--- src/hw/rtl/fixed_length_frame_receiver_defines.svh ---
// assertion macros shared by the frame receiver modules
// expects clk and rst in the scope where a macro is used
`ifndef FIXED_LENGTH_FRAME_RECEIVER_DEFINES_SVH
`define FIXED_LENGTH_FRAME_RECEIVER_DEFINES_SVH

// same-cycle implication, off while in reset
`define FLFR_ASSERT_NOW(label, ante, cons, msg) \
  label: assert property (@(posedge clk) disable iff (rst) (ante) |-> (cons)) \
    else $error(msg);

// next-cycle implication, off while in reset
`define FLFR_ASSERT_NEXT(label, ante, cons, msg) \
  label: assert property (@(posedge clk) disable iff (rst) (ante) |=> (cons)) \
    else $error(msg);

`endif

--- src/hw/rtl/flfr_pkg.sv ---
// shared types and constants for the fixed-length frame receiver
// no dependencies
`timescale 1ns / 1ps

package flfr_pkg;

  // payload buffer sizing
  localparam int PAYLOAD_MAX_DEFAULT = 16;
  localparam int PAYLOAD_MAX_HIGH    = 64;
  localparam int CMD_CNT_W           = $clog2(PAYLOAD_MAX_HIGH + 1);

  // field widths
  localparam int BYTE_W     = 8;
  localparam int BYTE_IDX_W = 4;
  localparam int LEN_W      = 5;
  localparam int TICK_W     = 16;

  // configuration port
  localparam int CFG_IDX_W  = 2;
  localparam int CFG_DATA_W = 16;
  localparam logic [CFG_IDX_W-1:0] REG_PAYLOAD_LENGTH = 2'd0;
  localparam logic [CFG_IDX_W-1:0] REG_TIMEOUT_TICKS  = 2'd1;

  // register reset values
  localparam logic [LEN_W-1:0]  LENGTH_RESET  = 5'd10;
  localparam logic [TICK_W-1:0] TIMEOUT_RESET = 16'd5000;

  // framing bytes
  localparam logic [BYTE_W-1:0] START_BYTE = 8'hFF;
  localparam logic [BYTE_W-1:0] END_BYTE   = 8'hFD;

  // item kinds
  localparam logic FUNC_BYTE = 1'b0;
  localparam logic FUNC_TICK = 1'b1;

  // frame command queue
  localparam int QUEUE_DEPTH = 2;
  localparam int QPTR_W      = 1;

  typedef struct packed {
    logic              func;
    logic [BYTE_W-1:0] rx_byte;
  } in_item_t;

  typedef struct packed {
    logic [BYTE_W-1:0]     payload_byte;
    logic [BYTE_IDX_W-1:0] byte_index;
    logic                  last_byte;
  } out_item_t;

  // one completed frame handed from front to back
  typedef struct packed {
    logic                 bank;
    logic [CMD_CNT_W-1:0] count;
  } frame_cmd_t;

endpackage

--- src/hw/rtl/flfr_ram.sv ---
// generic simple dual-port ram, one write and one registered read port
// no dependencies
`timescale 1ns / 1ps

module flfr_ram #(
  parameter int WIDTH = 8,
  parameter int DEPTH = 32,
  localparam int ADDR_W = (DEPTH > 1) ? $clog2(DEPTH) : 1
) (
  input  logic              clk,
  input  logic              we,
  input  logic [ADDR_W-1:0] waddr,
  input  logic [WIDTH-1:0]  wdata,
  input  logic              re,
  input  logic [ADDR_W-1:0] raddr,
  output logic [WIDTH-1:0]  rdata
);

  logic [WIDTH-1:0] mem [DEPTH];

  // write port
  always_ff @(posedge clk) begin
    if (we) begin
      mem[waddr] <= wdata;
    end
  end

  // registered read port
  always_ff @(posedge clk) begin
    if (re) begin
      rdata <= mem[raddr];
    end
  end

endmodule

--- src/hw/rtl/flfr_front.sv ---
// front end: config registers, item intake, frame state and payload writes
// depends on flfr_pkg and the assertion macro header
`timescale 1ns / 1ps
`include "fixed_length_frame_receiver_defines.svh"

module flfr_front #(
  parameter int PAYLOAD_MAX = flfr_pkg::PAYLOAD_MAX_DEFAULT,
  localparam int IDX_W  = (PAYLOAD_MAX > 1) ? $clog2(PAYLOAD_MAX) : 1,
  localparam int ADDR_W = IDX_W + 1
) (
  input  logic                           clk,
  input  logic                           rst,
  input  logic                           cfg_we,
  input  logic [flfr_pkg::CFG_IDX_W-1:0] cfg_index,
  input  logic [flfr_pkg::CFG_DATA_W-1:0] cfg_data,
  input  logic                           in_valid,
  output logic                           in_ready,
  input  flfr_pkg::in_item_t             in_item,
  output logic                           ram_we,
  output logic [ADDR_W-1:0]              ram_waddr,
  output logic [flfr_pkg::BYTE_W-1:0]    ram_wdata,
  output logic                           cmd_push,
  output flfr_pkg::frame_cmd_t           cmd,
  input  logic                           frame_done
);

  import flfr_pkg::*;

  localparam int CNT_W = $clog2(PAYLOAD_MAX + 1);
  localparam int CMP_W = (CNT_W > LEN_W) ? CNT_W : LEN_W;

  localparam logic [1:0] PH_IDLE     = 2'd0;
  localparam logic [1:0] PH_READ     = 2'd1;
  localparam logic [1:0] PH_WAIT_END = 2'd2;

  localparam logic [1:0] BUSY_FULL = 2'd2;

  logic [LEN_W-1:0]  payload_length;
  logic [TICK_W-1:0] timeout_ticks;

  logic [1:0]        phase, phase_next;
  logic [CNT_W-1:0]  stored_count, stored_count_next;
  logic [TICK_W-1:0] elapsed, elapsed_next;
  logic              bank, bank_next;
  logic [1:0]        busy, busy_next;

  logic [CMP_W-1:0]  len_ext;
  logic [CNT_W-1:0]  eff_len;
  logic [CNT_W-1:0]  count_after;
  logic [TICK_W-1:0] elapsed_inc;
  logic              accept;

  // configuration registers
  always_ff @(posedge clk) begin
    if (rst) begin
      payload_length <= LENGTH_RESET;
      timeout_ticks  <= TIMEOUT_RESET;
    end else if (cfg_we) begin
      case (cfg_index)
        REG_PAYLOAD_LENGTH: payload_length <= cfg_data[LEN_W-1:0];
        REG_TIMEOUT_TICKS:  timeout_ticks  <= cfg_data[TICK_W-1:0];
        default: ;
      endcase
    end
  end

  // clamp frame length to 1 .. PAYLOAD_MAX
  always_comb begin
    len_ext = CMP_W'(payload_length);
    if (len_ext == '0) begin
      eff_len = CNT_W'(1);
    end else if (len_ext > CMP_W'(PAYLOAD_MAX)) begin
      eff_len = CNT_W'(PAYLOAD_MAX);
    end else begin
      eff_len = CNT_W'(len_ext);
    end
  end

  // stall only while the back end owns both buffer banks
  assign in_ready = (busy != BUSY_FULL);
  assign accept   = in_valid && in_ready;

  assign ram_waddr = {bank, IDX_W'(stored_count)};
  assign ram_wdata = in_item.rx_byte;
  assign cmd.bank  = bank;
  assign cmd.count = CMD_CNT_W'(stored_count);

  assign elapsed_inc = (elapsed != '1) ? elapsed + TICK_W'(1) : elapsed;
  assign count_after = (stored_count < eff_len) ? stored_count + CNT_W'(1) : stored_count;

  // frame state update per accepted item
  always_comb begin
    phase_next        = phase;
    stored_count_next = stored_count;
    elapsed_next      = elapsed;
    bank_next         = bank;
    ram_we            = 1'b0;
    cmd_push          = 1'b0;
    if (accept) begin
      if (in_item.func == FUNC_TICK) begin
        if (phase == PH_READ || phase == PH_WAIT_END) begin
          if (elapsed_inc >= timeout_ticks) begin
            // timeout drops the partial frame
            phase_next        = PH_IDLE;
            stored_count_next = '0;
            elapsed_next      = '0;
          end else begin
            elapsed_next = elapsed_inc;
          end
        end
      end else begin
        case (phase)
          PH_READ: begin
            ram_we            = (stored_count < eff_len);
            stored_count_next = count_after;
            if (count_after >= eff_len) begin
              phase_next = PH_WAIT_END;
            end
          end
          PH_WAIT_END: begin
            if (in_item.rx_byte == END_BYTE) begin
              cmd_push          = (stored_count != '0);
              bank_next         = (stored_count != '0) ? ~bank : bank;
              phase_next        = PH_IDLE;
              stored_count_next = '0;
              elapsed_next      = '0;
            end
          end
          default: begin
            if (in_item.rx_byte == START_BYTE) begin
              phase_next        = PH_READ;
              stored_count_next = '0;
              elapsed_next      = '0;
            end else begin
              phase_next = PH_IDLE;
            end
          end
        endcase
      end
    end
  end

  // banks held by the back end
  always_comb begin
    case ({cmd_push, frame_done})
      2'b10:   busy_next = busy + 2'd1;
      2'b01:   busy_next = busy - 2'd1;
      default: busy_next = busy;
    endcase
  end

  always_ff @(posedge clk) begin
    if (rst) begin
      phase        <= PH_IDLE;
      stored_count <= '0;
      elapsed      <= '0;
      bank         <= 1'b0;
      busy         <= '0;
    end else begin
      phase        <= phase_next;
      stored_count <= stored_count_next;
      elapsed      <= elapsed_next;
      bank         <= bank_next;
      busy         <= busy_next;
    end
  end

  `FLFR_ASSERT_NOW(a_busy_bound, 1'b1, busy <= BUSY_FULL, "more frames in flight than banks")
  `FLFR_ASSERT_NOW(a_idle_clean, phase == PH_IDLE, (stored_count == '0) && (elapsed == '0), "idle with frame state left")
  `FLFR_ASSERT_NEXT(a_start_opens, accept && (in_item.func == FUNC_BYTE) && (phase == PH_IDLE) && (in_item.rx_byte == START_BYTE), (phase == PH_READ) && (stored_count == '0), "start byte did not open a frame")

endmodule

--- src/hw/rtl/flfr_queue.sv ---
// two-entry queue of completed frame commands between front and back
// depends on flfr_pkg
`timescale 1ns / 1ps

module flfr_queue (
  input  logic                 clk,
  input  logic                 rst,
  input  logic                 push,
  input  flfr_pkg::frame_cmd_t push_cmd,
  input  logic                 pop,
  output logic                 not_empty,
  output flfr_pkg::frame_cmd_t head
);

  import flfr_pkg::*;

  localparam int FILL_W = $clog2(QUEUE_DEPTH + 1);

  frame_cmd_t        entries [QUEUE_DEPTH];
  logic [QPTR_W-1:0] wr_ptr, rd_ptr;
  logic [FILL_W-1:0] fill;

  assign not_empty = (fill != '0);
  assign head      = entries[rd_ptr];

  // entry storage
  always_ff @(posedge clk) begin
    if (push) begin
      entries[wr_ptr] <= push_cmd;
    end
  end

  // pointers and fill level
  always_ff @(posedge clk) begin
    if (rst) begin
      wr_ptr <= '0;
      rd_ptr <= '0;
      fill   <= '0;
    end else begin
      if (push) begin
        wr_ptr <= wr_ptr + QPTR_W'(1);
      end
      if (pop) begin
        rd_ptr <= rd_ptr + QPTR_W'(1);
      end
      case ({push, pop})
        2'b10:   fill <= fill + FILL_W'(1);
        2'b01:   fill <= fill - FILL_W'(1);
        default: fill <= fill;
      endcase
    end
  end

endmodule

--- src/hw/rtl/flfr_back.sv ---
// back end: reads a finished frame from the buffer and sends its bytes
// depends on flfr_pkg and the assertion macro header
`timescale 1ns / 1ps
`include "fixed_length_frame_receiver_defines.svh"

module flfr_back #(
  parameter int PAYLOAD_MAX = flfr_pkg::PAYLOAD_MAX_DEFAULT,
  localparam int IDX_W  = (PAYLOAD_MAX > 1) ? $clog2(PAYLOAD_MAX) : 1,
  localparam int ADDR_W = IDX_W + 1
) (
  input  logic                        clk,
  input  logic                        rst,
  input  logic                        cmd_valid,
  input  flfr_pkg::frame_cmd_t        cmd,
  output logic                        cmd_pop,
  output logic                        ram_re,
  output logic [ADDR_W-1:0]           ram_raddr,
  input  logic [flfr_pkg::BYTE_W-1:0] ram_rdata,
  output logic                        out_valid,
  input  logic                        out_ready,
  output flfr_pkg::out_item_t         out_item,
  output logic                        frame_done
);

  import flfr_pkg::*;

  localparam int CNT_W = $clog2(PAYLOAD_MAX + 1);

  localparam logic [1:0] S_IDLE    = 2'd0;
  localparam logic [1:0] S_READ    = 2'd1;
  localparam logic [1:0] S_CAPTURE = 2'd2;
  localparam logic [1:0] S_SHOW    = 2'd3;

  logic [1:0]       state;
  logic             cur_bank;
  logic [CNT_W-1:0] cur_count;
  logic [CNT_W-1:0] idx;
  logic [CNT_W-1:0] idx_inc;

  assign idx_inc    = idx + CNT_W'(1);
  assign cmd_pop    = (state == S_IDLE) && cmd_valid;
  assign ram_re     = (state == S_READ);
  assign ram_raddr  = {cur_bank, IDX_W'(idx)};
  assign out_valid  = (state == S_SHOW);
  assign frame_done = (state == S_SHOW) && out_ready && out_item.last_byte;

  // sequencer
  always_ff @(posedge clk) begin
    if (rst) begin
      state <= S_IDLE;
    end else begin
      case (state)
        S_IDLE: begin
          if (cmd_valid) begin
            state <= S_READ;
          end
        end
        S_READ:    state <= S_CAPTURE;
        S_CAPTURE: state <= S_SHOW;
        S_SHOW: begin
          if (out_ready) begin
            state <= out_item.last_byte ? S_IDLE : S_READ;
          end
        end
        default: state <= S_IDLE;
      endcase
    end
  end

  // frame position and output register
  always_ff @(posedge clk) begin
    case (state)
      S_IDLE: begin
        if (cmd_valid) begin
          cur_bank  <= cmd.bank;
          cur_count <= CNT_W'(cmd.count);
          idx       <= '0;
        end
      end
      S_CAPTURE: begin
        out_item.payload_byte <= ram_rdata;
        out_item.byte_index   <= BYTE_IDX_W'(idx);
        out_item.last_byte    <= (idx_inc == cur_count);
      end
      S_SHOW: begin
        if (out_ready && !out_item.last_byte) begin
          idx <= idx_inc;
        end
      end
      default: ;
    endcase
  end

  `FLFR_ASSERT_NOW(a_pos_in_frame, state != S_IDLE, (cur_count != '0) && (idx < cur_count), "byte position outside frame")
  `FLFR_ASSERT_NOW(a_last_marks_end, out_valid && out_item.last_byte, idx_inc == cur_count, "last mark on wrong byte")
  `FLFR_ASSERT_NEXT(a_next_byte_read, (state == S_SHOW) && out_ready && !out_item.last_byte, state == S_READ, "frame not continued after byte")

endmodule

--- src/hw/rtl/fixed_length_frame_receiver.sv ---
// top level of the fixed-length frame receiver
// depends on flfr_pkg, flfr_front, flfr_queue, flfr_back and flfr_ram
`timescale 1ns / 1ps

// Receives a stream of byte and tick items. A frame is a start byte 0xFF,
// payload_length data bytes, then the end byte 0xFD; on the end byte the
// stored bytes come out one item each with their position and a last mark.
// A frame not closed within timeout_ticks ticks of its start byte is dropped.
// The input side takes one item per clock; it holds in_ready low only while
// two completed frames are not yet fully sent, since the payload buffer has
// two banks. Sending goes through the buffer's registered read port: each
// output byte passes through the address, read and output register steps,
// then waits on out_ready before the next byte of the frame is read.
// Configuration may be written only while no frame is being sent.
module fixed_length_frame_receiver #(
  parameter int PAYLOAD_MAX = flfr_pkg::PAYLOAD_MAX_DEFAULT
) (
  input  logic                            clk,
  input  logic                            rst,
  input  logic                            cfg_we,
  input  logic [flfr_pkg::CFG_IDX_W-1:0]  cfg_index,
  input  logic [flfr_pkg::CFG_DATA_W-1:0] cfg_data,
  input  logic                            in_valid,
  output logic                            in_ready,
  input  flfr_pkg::in_item_t              in_item,
  output logic                            out_valid,
  input  logic                            out_ready,
  output flfr_pkg::out_item_t             out_item
);

  import flfr_pkg::*;

  localparam int IDX_W     = (PAYLOAD_MAX > 1) ? $clog2(PAYLOAD_MAX) : 1;
  localparam int ADDR_W    = IDX_W + 1;
  localparam int RAM_DEPTH = 2 ** ADDR_W;

  logic              ram_we;
  logic [ADDR_W-1:0] ram_waddr;
  logic [BYTE_W-1:0] ram_wdata;
  logic              ram_re;
  logic [ADDR_W-1:0] ram_raddr;
  logic [BYTE_W-1:0] ram_rdata;
  logic              cmd_push;
  frame_cmd_t        push_cmd;
  logic              cmd_pop;
  logic              cmd_valid;
  frame_cmd_t        head_cmd;
  logic              frame_done;

  // intake and frame tracking
  flfr_front #(
    .PAYLOAD_MAX(PAYLOAD_MAX)
  ) u_front (
    .clk       (clk),
    .rst       (rst),
    .cfg_we    (cfg_we),
    .cfg_index (cfg_index),
    .cfg_data  (cfg_data),
    .in_valid  (in_valid),
    .in_ready  (in_ready),
    .in_item   (in_item),
    .ram_we    (ram_we),
    .ram_waddr (ram_waddr),
    .ram_wdata (ram_wdata),
    .cmd_push  (cmd_push),
    .cmd       (push_cmd),
    .frame_done(frame_done)
  );

  // two-bank payload buffer
  flfr_ram #(
    .WIDTH(BYTE_W),
    .DEPTH(RAM_DEPTH)
  ) u_ram (
    .clk  (clk),
    .we   (ram_we),
    .waddr(ram_waddr),
    .wdata(ram_wdata),
    .re   (ram_re),
    .raddr(ram_raddr),
    .rdata(ram_rdata)
  );

  // completed frames waiting to be sent
  flfr_queue u_queue (
    .clk      (clk),
    .rst      (rst),
    .push     (cmd_push),
    .push_cmd (push_cmd),
    .pop      (cmd_pop),
    .not_empty(cmd_valid),
    .head     (head_cmd)
  );

  // byte sender
  flfr_back #(
    .PAYLOAD_MAX(PAYLOAD_MAX)
  ) u_back (
    .clk       (clk),
    .rst       (rst),
    .cmd_valid (cmd_valid),
    .cmd       (head_cmd),
    .cmd_pop   (cmd_pop),
    .ram_re    (ram_re),
    .ram_raddr (ram_raddr),
    .ram_rdata (ram_rdata),
    .out_valid (out_valid),
    .out_ready (out_ready),
    .out_item  (out_item),
    .frame_done(frame_done)
  );

endmodule
--- config.mk ---
export PLATFORM = sky130hd
export DESIGN_NAME = fixed_length_frame_receiver
export DESIGN_NICKNAME = d
export VERILOG_FILES = /design/src/hw/rtl/flfr_pkg.sv /design/src/hw/rtl/flfr_ram.sv /design/src/hw/rtl/flfr_front.sv /design/src/hw/rtl/flfr_queue.sv /design/src/hw/rtl/flfr_back.sv /design/src/hw/rtl/fixed_length_frame_receiver.sv
export VERILOG_INCLUDE_DIRS = /design/src /design/src/hw/rtl
export SDC_FILE = /design/constraint.sdc
export NUM_CORES = 1
export LEC_CHECK = 0
export BUFFER_PORTS_ARGS = -buffer_cell sky130_fd_sc_hd__buf_2
export CAP_MARGIN = 10
export CORE_MARGIN = 1.5
export CORE_UTILIZATION = 59
export CTS_BUF_LIST = sky130_fd_sc_hd__clkbuf_8
export DETAILED_ROUTE_END_ITERATION = 8
export PLACE_DENSITY = 0.78
export SYNTH_ARGS = -nofsm -noshare
export SYNTH_HDL_FRONTEND = slang
export SYNTH_SLANG_ARGS = --single-unit
--- constraint.sdc ---
create_clock -name clk -period 7.75 [get_ports clk]
set_clock_uncertainty 0.15 [all_clocks]
set_input_delay 1.1625 -clock clk [delete_from_list [all_inputs] [get_ports clk]]
set_output_delay 1.1625 -clock clk [all_outputs]
set_load 0.01 [all_outputs]
==> results of run 1 <==
[through the flow]
stage | cells | util [%] | power [mW] | worst slack [ns]
CTS | 1371 | 65.2 | 3.45 | 3.41
global placement | 1278 | 61.6 | 2.16 | 3.67
finish | 1371 | 65.2 | 3.43 | 3.36
global route | 1371 | 65.2 | 3.54 | 2.85
floorplan | 939 | - | 2.13 | 4.25
detailed placement | 1278 | 61.6 | 2.17 | 3.46
[cells in the mapped netlist (7+ instances only)]
library cell	count
edfxtp_1	300
ha_1	40
inv_1	31
nand2_1	73
mux4_2	80
buf_1	7
mux2_2	18
dfxtp_1	53
nand4_1	13
o211ai_1	10
xor2_1	7
nor3_1	9
nor2_1	67
xnor2_1	19
and3_1	9
a21oi_1	37
clkbuf_1	25
buf_2	7
o21ai_0	22
nand3_1	30
[routing by layer]
| layer | wire length, um | GRT usage [%] | up-vias |
|---|---|---|---|
| met5 | 0 | 0 | - |
| met3 | 2170 | 4.09 | 59 |
| met2 | 14100 | 36.6 | 343 |
| met4 | 631 | 7.55 | 0 |
| met1 | 12600 | 33.4 | 4128 |
| li1 | - | - | 3790 |
[power by group through the flow]
stage                     Clock [mW]  Sequential, mW  Combinational, mW
after floorplan                    0            2.10             0.0272
after global placement             0            2.10             0.0629
after detailed placement           0            2.10             0.0655
after CTS                       1.32            2.06             0.0659
after global routing            1.40            2.06             0.0738
final                           1.30            2.06             0.0657
[layout make-up]
cell class | count | area (um2)
fillers | 1723 | 8710
clock buffers | 53 | 729
repair buffers | 52 | 275
flip-flops and latches | 353 | 10100
inverters | 32 | 120
multi-input cells | 511 | 4540
well taps | 330 | 413
clock inverters | 40 | 170
[logic make-up after synthesis]
kind of cell	Yosys count	synth area share, %
multiplexers	103	13.8
XOR/XNOR	26	1.52
AND/OR/NAND/NOR	239	7.51
buffers and inverters	75	2.14
adder cells (fa/ha/maj)	40	3.35
flip-flops	353	67.4
AO/OA/AOI/OAI	103	4.29
[flip-flops by register name, summed over array words and instances, names as in the netlist]
register / cells
u_ram.mem: 256
u_front.elapsed: 16
u_front.timeout_ticks: 16
u_back.out_item: 13
u_queue.entries: 12
u_ram.rdata: 8
u_back.cur_count: 5
u_back.idx: 5
u_front.len_ext: 5
u_front.stored_count: 5
u_back.state: 2
u_front.busy: 2
u_front.phase: 2
u_queue.fill: 2
u_back.cur_bank: 1
u_front.bank: 1
u_queue.rd_ptr: 1
u_queue.wr_ptr: 1
[how the worst max path moves through the flow]
| stage | end | cells after the start |
|---|---|---|
| after floorplan | u_front.elapsed[12]$_SDFFE_PP0P_ | 16 |
| after global placement | u_front.elapsed[5]$_SDFFE_PP0P_ | 13 |
| after detailed placement | u_front.elapsed[5]$_SDFFE_PP0P_ | 12 |
| after CTS | u_front.elapsed[5]$_SDFFE_PP0P_ | 12 |
| after global routing | u_front.elapsed[3]$_SDFFE_PP0P_ | 12 |
| final | u_front.elapsed[5]$_SDFFE_PP0P_ | 12 |
==> impl_metrics.yaml, run 1 <==
outcome:
  status: "finished clean"
floorplan:
  fp.coreArea_mm2: 0.0250
  die_y_um: 162
  floorplan.die_area_mm2: 0.0263
  io_pins: 47
  fp-row-count: 58
  die_w_um: 162
  start_util_pct: 59.7
timing:
  finalMaxSlewViolations: 0
  fin_hold_ws_ns: 0.270
  period_needed_ns: 4.39
  setup_viol: 0
  max_slew_margin_pct: 34.2
  fin_crit_sh_pct: 56.7
  finalSetupTns_ns: 0
  final_hold_viol_count: 0
  grt_setup_unrepaired: "false"
  max_freq_ghz: 0.228
  worst_pin_slew_ns: 0.988
place:
  hpwl_mm: 18.9
  port_buffers: 46
  gp_congestion: 0.847
  placed_area_mm2: 0.0154
worst_hold_path:
  hold_path.class: "register to register"
  hold_depth: 0
  min_to: "u_back.out_item[6]$_DFFE_PN_"
  min-delay-start: "u_ram.rdata[1]$_DFFE_PN_"
cells_and_area:
  final_cell_mix: "300 x edfxtp_1, 80 x mux4_2, 73 x nand2_1, 67 x nor2_1"
  fin_nets: 1075
  final_area_mm2: 0.0163
  diodes: 0
  final_common_cell: "edfxtp_1"
  drive_gt1_share_pct: 20.5
  synthToLayoutAreaGrowth_pct: 9.29
clocking:
  cts_max_path_buffers: 3
  htreeDepth: 2
  cts_buffers: 53
  clkTransAtPathRegs_ns: 0.06
  postCtsSetupBuffers: 0
  postCtsHoldBufs: 0
  post_cts_resized: 0
  cts_tree: "done"
  clock_sinks: 353
  clk_latency_ns: 0.58
  cts_root_buffer: "clkbuf_8"
global_route:
  grt_antenna_before_repair: 0
  grt_pass1_vias: 8308
  grt_max_degree: 68
  grt_pass1_wl_mm: 46.1
  track_usage_pct: 23.2
  gr-total-overflow: 0
pwr:
  power_density_mw_per_mm2: 210
  pwr-share-comb_pct: 1.9
  intPower_mw: 2.71
  p_leak_nw: 5.33
  power_switching_uw: 715
  pwr-share-clk_pct: 37.9
  ir_drop_v: 0.000152
  seq_power_share_pct: 60.1
  netSwitchingFraction_pct: 20.9
yosys:
  synth_top_cell_area_share_pct: 60.3
  seq_area_frac_synth_pct: 67.4
  ys_top_cells_by_area: "edfxtp_1 60%, mux4_2 12%, dfxtp_1 7.1%"
  async_flop_share_pct: 0
  ys_warn_count: 0
  syn_area_per_cell_um2: 15.9
  synth_edf_count: 300
  ys_ff_latch: 353
  synth_area_mm2: 0.0149
  synth_nets: 1011
  yosys.area.top_type: "edfxtp_1"
  synth.distinct_cells: 54
  synthFlopType: "edfxtp_1"
  synth_cells: 939
critical_path:
  regToRegSetupSlack_ns: 3.36
  r2r-end: "u_front.elapsed[5]$_SDFFE_PP0P_"
  worstSetupStartpointType: "register"
  crit_top_cell: "ha_1"
  critical-path-top-delay-family: "simple AND/OR/NAND/NOR gates"
  slowest_stage: "and2_1"
  r2r-start: "u_front.elapsed[1]$_SDFFE_PP0P_"
  crit_chain: "ha_1 > nand3_1 > nor3_1 > nand2b_1 > xnor2_1 > ha_1 > nor3b_1 > o21ai_0 > a221oi_1 > and2_1 > nand2_1 > o41ai_1"
  r2r_cells: 12
  cp-end-kind: "register"
  slowest_delay_ns: 0.66
  cp_max_fo: 19
  arrival_ns: 4.71
  crit_path_start: "u_front.elapsed[1]$_SDFFE_PP0P_"
  worstSetupPathType: "register to register"
  worst_ep_required_time_ns: 8.07
  path_buf_inv: 0
routing:
  first_pass_iters: 5
  route.detailed.drc: 0
  vias: 8320
  wirelength_mm: 29.4
  antenna_left: 0
  via_per_inst: 6.07
  post_drt_wl_per_cell_um: 21.5
  drtIter0Drc: 746
run:
  cap_violations: 0
(Power assumes the default switching activity.)
==> inputs of run 2 (changes only) <==
==> constraint.sdc (replaced) <==
create_clock -name clk -period 4.5 [get_ports clk]
set_clock_uncertainty 0.15 [all_clocks]
set_input_delay 0.675 -clock clk [delete_from_list [all_inputs] [get_ports clk]]
set_output_delay 0.675 -clock clk [all_outputs]
set_load 0.01 [all_outputs]
==> run 2 against run 1 <==
Effect of this change: cell count increased by 2.0%; critical path depth increased by 2; first-iteration DRC count decreased by 6.0%; worst setup slack got worse by 2.9 ns; fmax increased by 9.2%; sequential power increased by 72%; via count increased by 0.30%; non-clock buffer count increased by 28; wire length increased by 1.9%; sequential cell count unchanged; worst hold slack got worse by 0.090 ns; critical path type unchanged; critical endpoint is now u_front.elapsed[10]$_SDFFE_PP0P_; largest power group unchanged; highest routed layer unchanged.
==> impl_metrics.yaml, run 2 (synthesis gave the netlist of run 1 again) <==
floorplan:
  die_y_um: 162
  floorplan.die_area_mm2: 0.0263
  fp.coreArea_mm2: 0.0250
  io_pins: 47
  fp-row-count: 58
  start_util_pct: 59.7
  die_w_um: 162
critical_path:
  path_buf_inv: 1
  r2r_cells: 14
  cp_max_fo: 11
  worstSetupPathType: "register to register"
  slowest_stage: "a221oi_1"
  critical-path-top-delay-family: "simple AND/OR/NAND/NOR gates"
  arrival_ns: 4.37
  crit_top_cell: "nand3_1"
  crit_chain: "ha_1 > nand3_1 > nor3_2 > nand2b_1 > nand3_1 > xnor2_1 > ha_1 > nand4_1 > nor4_1 > a221oi_1 > and2_2 > buf_4 > nand3_1 > a21oi_1"
  slowest_delay_ns: 0.48
  worstSetupStartpointType: "register"
  crit_cells: 14
  cp-end-kind: "register"
  worst_ep_required_time_ns: 4.85
pwr:
  power_density_mw_per_mm2: 355
  p_leak_nw: 5.48
  total_power_mw: 5.87
  ir_drop_v: 0.000292
clocking:
  clkTransAtPathRegs_ns: 0.06
  cts_buffers: 52
  clock_sinks: 353
  cts_root_buffer: "clkbuf_8"
  cts_tree: "done"
  postCtsHoldBufs: 0
  cts_max_path_buffers: 3
  clk_latency_ns: 0.58
  htreeDepth: 2
place:
  port_buffers: 46
  gp_congestion: 0.926
  hpwl_mm: 19.8
cells_and_area:
  final_common_cell: "edfxtp_1"
  multi_input_area_mm2: 0.00455
  top_register: "u_ram.mem"
  largest_register_ff_count: 256
  synthToLayoutAreaGrowth_pct: 10.9
  diodes: 0
  largestRegisters: "u_ram.mem: 256 flops, u_front.elapsed: 16 flops, u_front.timeout_ticks: 16 flops"
  drive_gt1_share_pct: 22.6
  seqCellArea_mm2: 0.0101
  fin_util_pct: 66.1
  fill_cells: 1708
  final_cell_mix: "300 x edfxtp_1, 80 x mux4_2, 73 x nand2_1, 67 x nor2_1, 53 x dfxtp_1"
  fin_nets: 1102
routing:
  first_pass_iters: 5
  drtIter0Drc: 701
  wirelength_mm: 30.0
  via_per_inst: 5.97
  antenna_left: 0
  vias: 8345
  route.detailed.drc: 0
  post_drt_wl_per_cell_um: 21.5
timing:
  period_needed_ns: 4.02
  final_hold_viol_count: 0
  finalMaxSlewViolations: 0
  worst_pin_slew_ns: 1.10
  max_slew_margin_pct: 26.6
  grt_setup_unrepaired: "false"
  finalSetupTns_ns: 0
  setup_viol: 0
  max_freq_ghz: 0.248
  fin_crit_sh_pct: 89.4
run:
  cap_violations: 0
global_route:
  grt_antenna_before_repair: 0
  grt_pass1_wl_mm: 46.6
  track_usage_pct: 23.7
  grt_max_degree: 68
  grt_pass1_vias: 8190
  gr-total-overflow: 0
worst_hold_path:
  hold_depth: 3
  hold_path.class: "input port to register"
outcome:
  status: "finished clean"
[run 2: changes by cell type in the layout (fill, tap and decap cells not counted), sizes merged]
cell,before,now
buf,52,80
clkbuf,53,52
[run 2: path summary, 6_finish.rpt]
kind                                   startpoint                               endpoint  slack [ns]
hold / removal                        cfg_data[6]  u_front.timeout_ticks[6]$_SDFFE_PP0P_        0.18
setup / recovery  u_front.elapsed[0]$_SDFFE_PP0P_       u_front.elapsed[10]$_SDFFE_PP0P_        0.48
hold reg to reg          u_ram.rdata[7]$_DFFE_PN_          u_back.out_item[12]$_DFFE_PN_        0.27
setup reg to reg  u_front.elapsed[0]$_SDFFE_PP0P_       u_front.elapsed[10]$_SDFFE_PP0P_        0.48
[run 2: final cells by class]
| cell class | instances | area share, % |
|---|---|---|
| clock buffer | 52 | 4.32 |
| clock inverter | 40 | 0.998 |
| inverter | 32 | 0.725 |
| multi-input combinational | 511 | 27.5 |
| sequential | 353 | 60.8 |
| tap | 330 | 2.49 |
| timing repair buffer | 80 | 3.16 |
[run 2: worst reg2reg max path, delay by kind of cell (launching register included)]
family,cells,cell delay (ns)
buffers and inverters,1,0.22
DFF,1,0.45
and+or+nand+nor,8,1.73
xor gates and xnor gates,1,0.16
adders and majority gates,2,0.56
AOI/OAI and AO/OA,2,0.67
[run 2: repair_timing]
action	4_1_cts	5_1_grt
resized for setup	0	2
endpoints found under the setup margin	0	13
endpoints found under the hold margin	0	0
buffers inserted	0	0
[run 2: report_power, final]
part           switching [mW]  internal [mW]  total (mW)  leakage [nW]
sequential            0.00408           3.54        3.55          3.14
clock                    1.14           1.07        2.21         0.529
combinational          0.0866         0.0311       0.118          1.81
total                    1.23           4.65        5.87          5.48
[run 2: routing by layer]
metal / vias to the layer above / wire (um) / GRT usage [%]
met3: 51 / 1990 / 4.60
met5: - / 0 / 0
met1: 4121 / 12800 / 33.8
li1: 3837 / - / -
met2: 336 / 14500 / 37.6
met4: 0 / 656 / 7.26
[run 2: stage by stage]
stage | setup slack, ns | std cells | hold WS (ns) | cell area, um2
3_5_place_dp | 0.304 | 1306 | 0.255 | 15700
2_1_floorplan | 1.00 | 939 | 0.250 | 14900
3_3_place_gp | 0.508 | 1306 | 0.250 | 15700
5_1_grt | 0.0798 | 1398 | 0.158 | 16600
4_1_cts | 0.249 | 1398 | 0.148 | 16600
6_report | 0.476 | 1398 | 0.180 | 16600
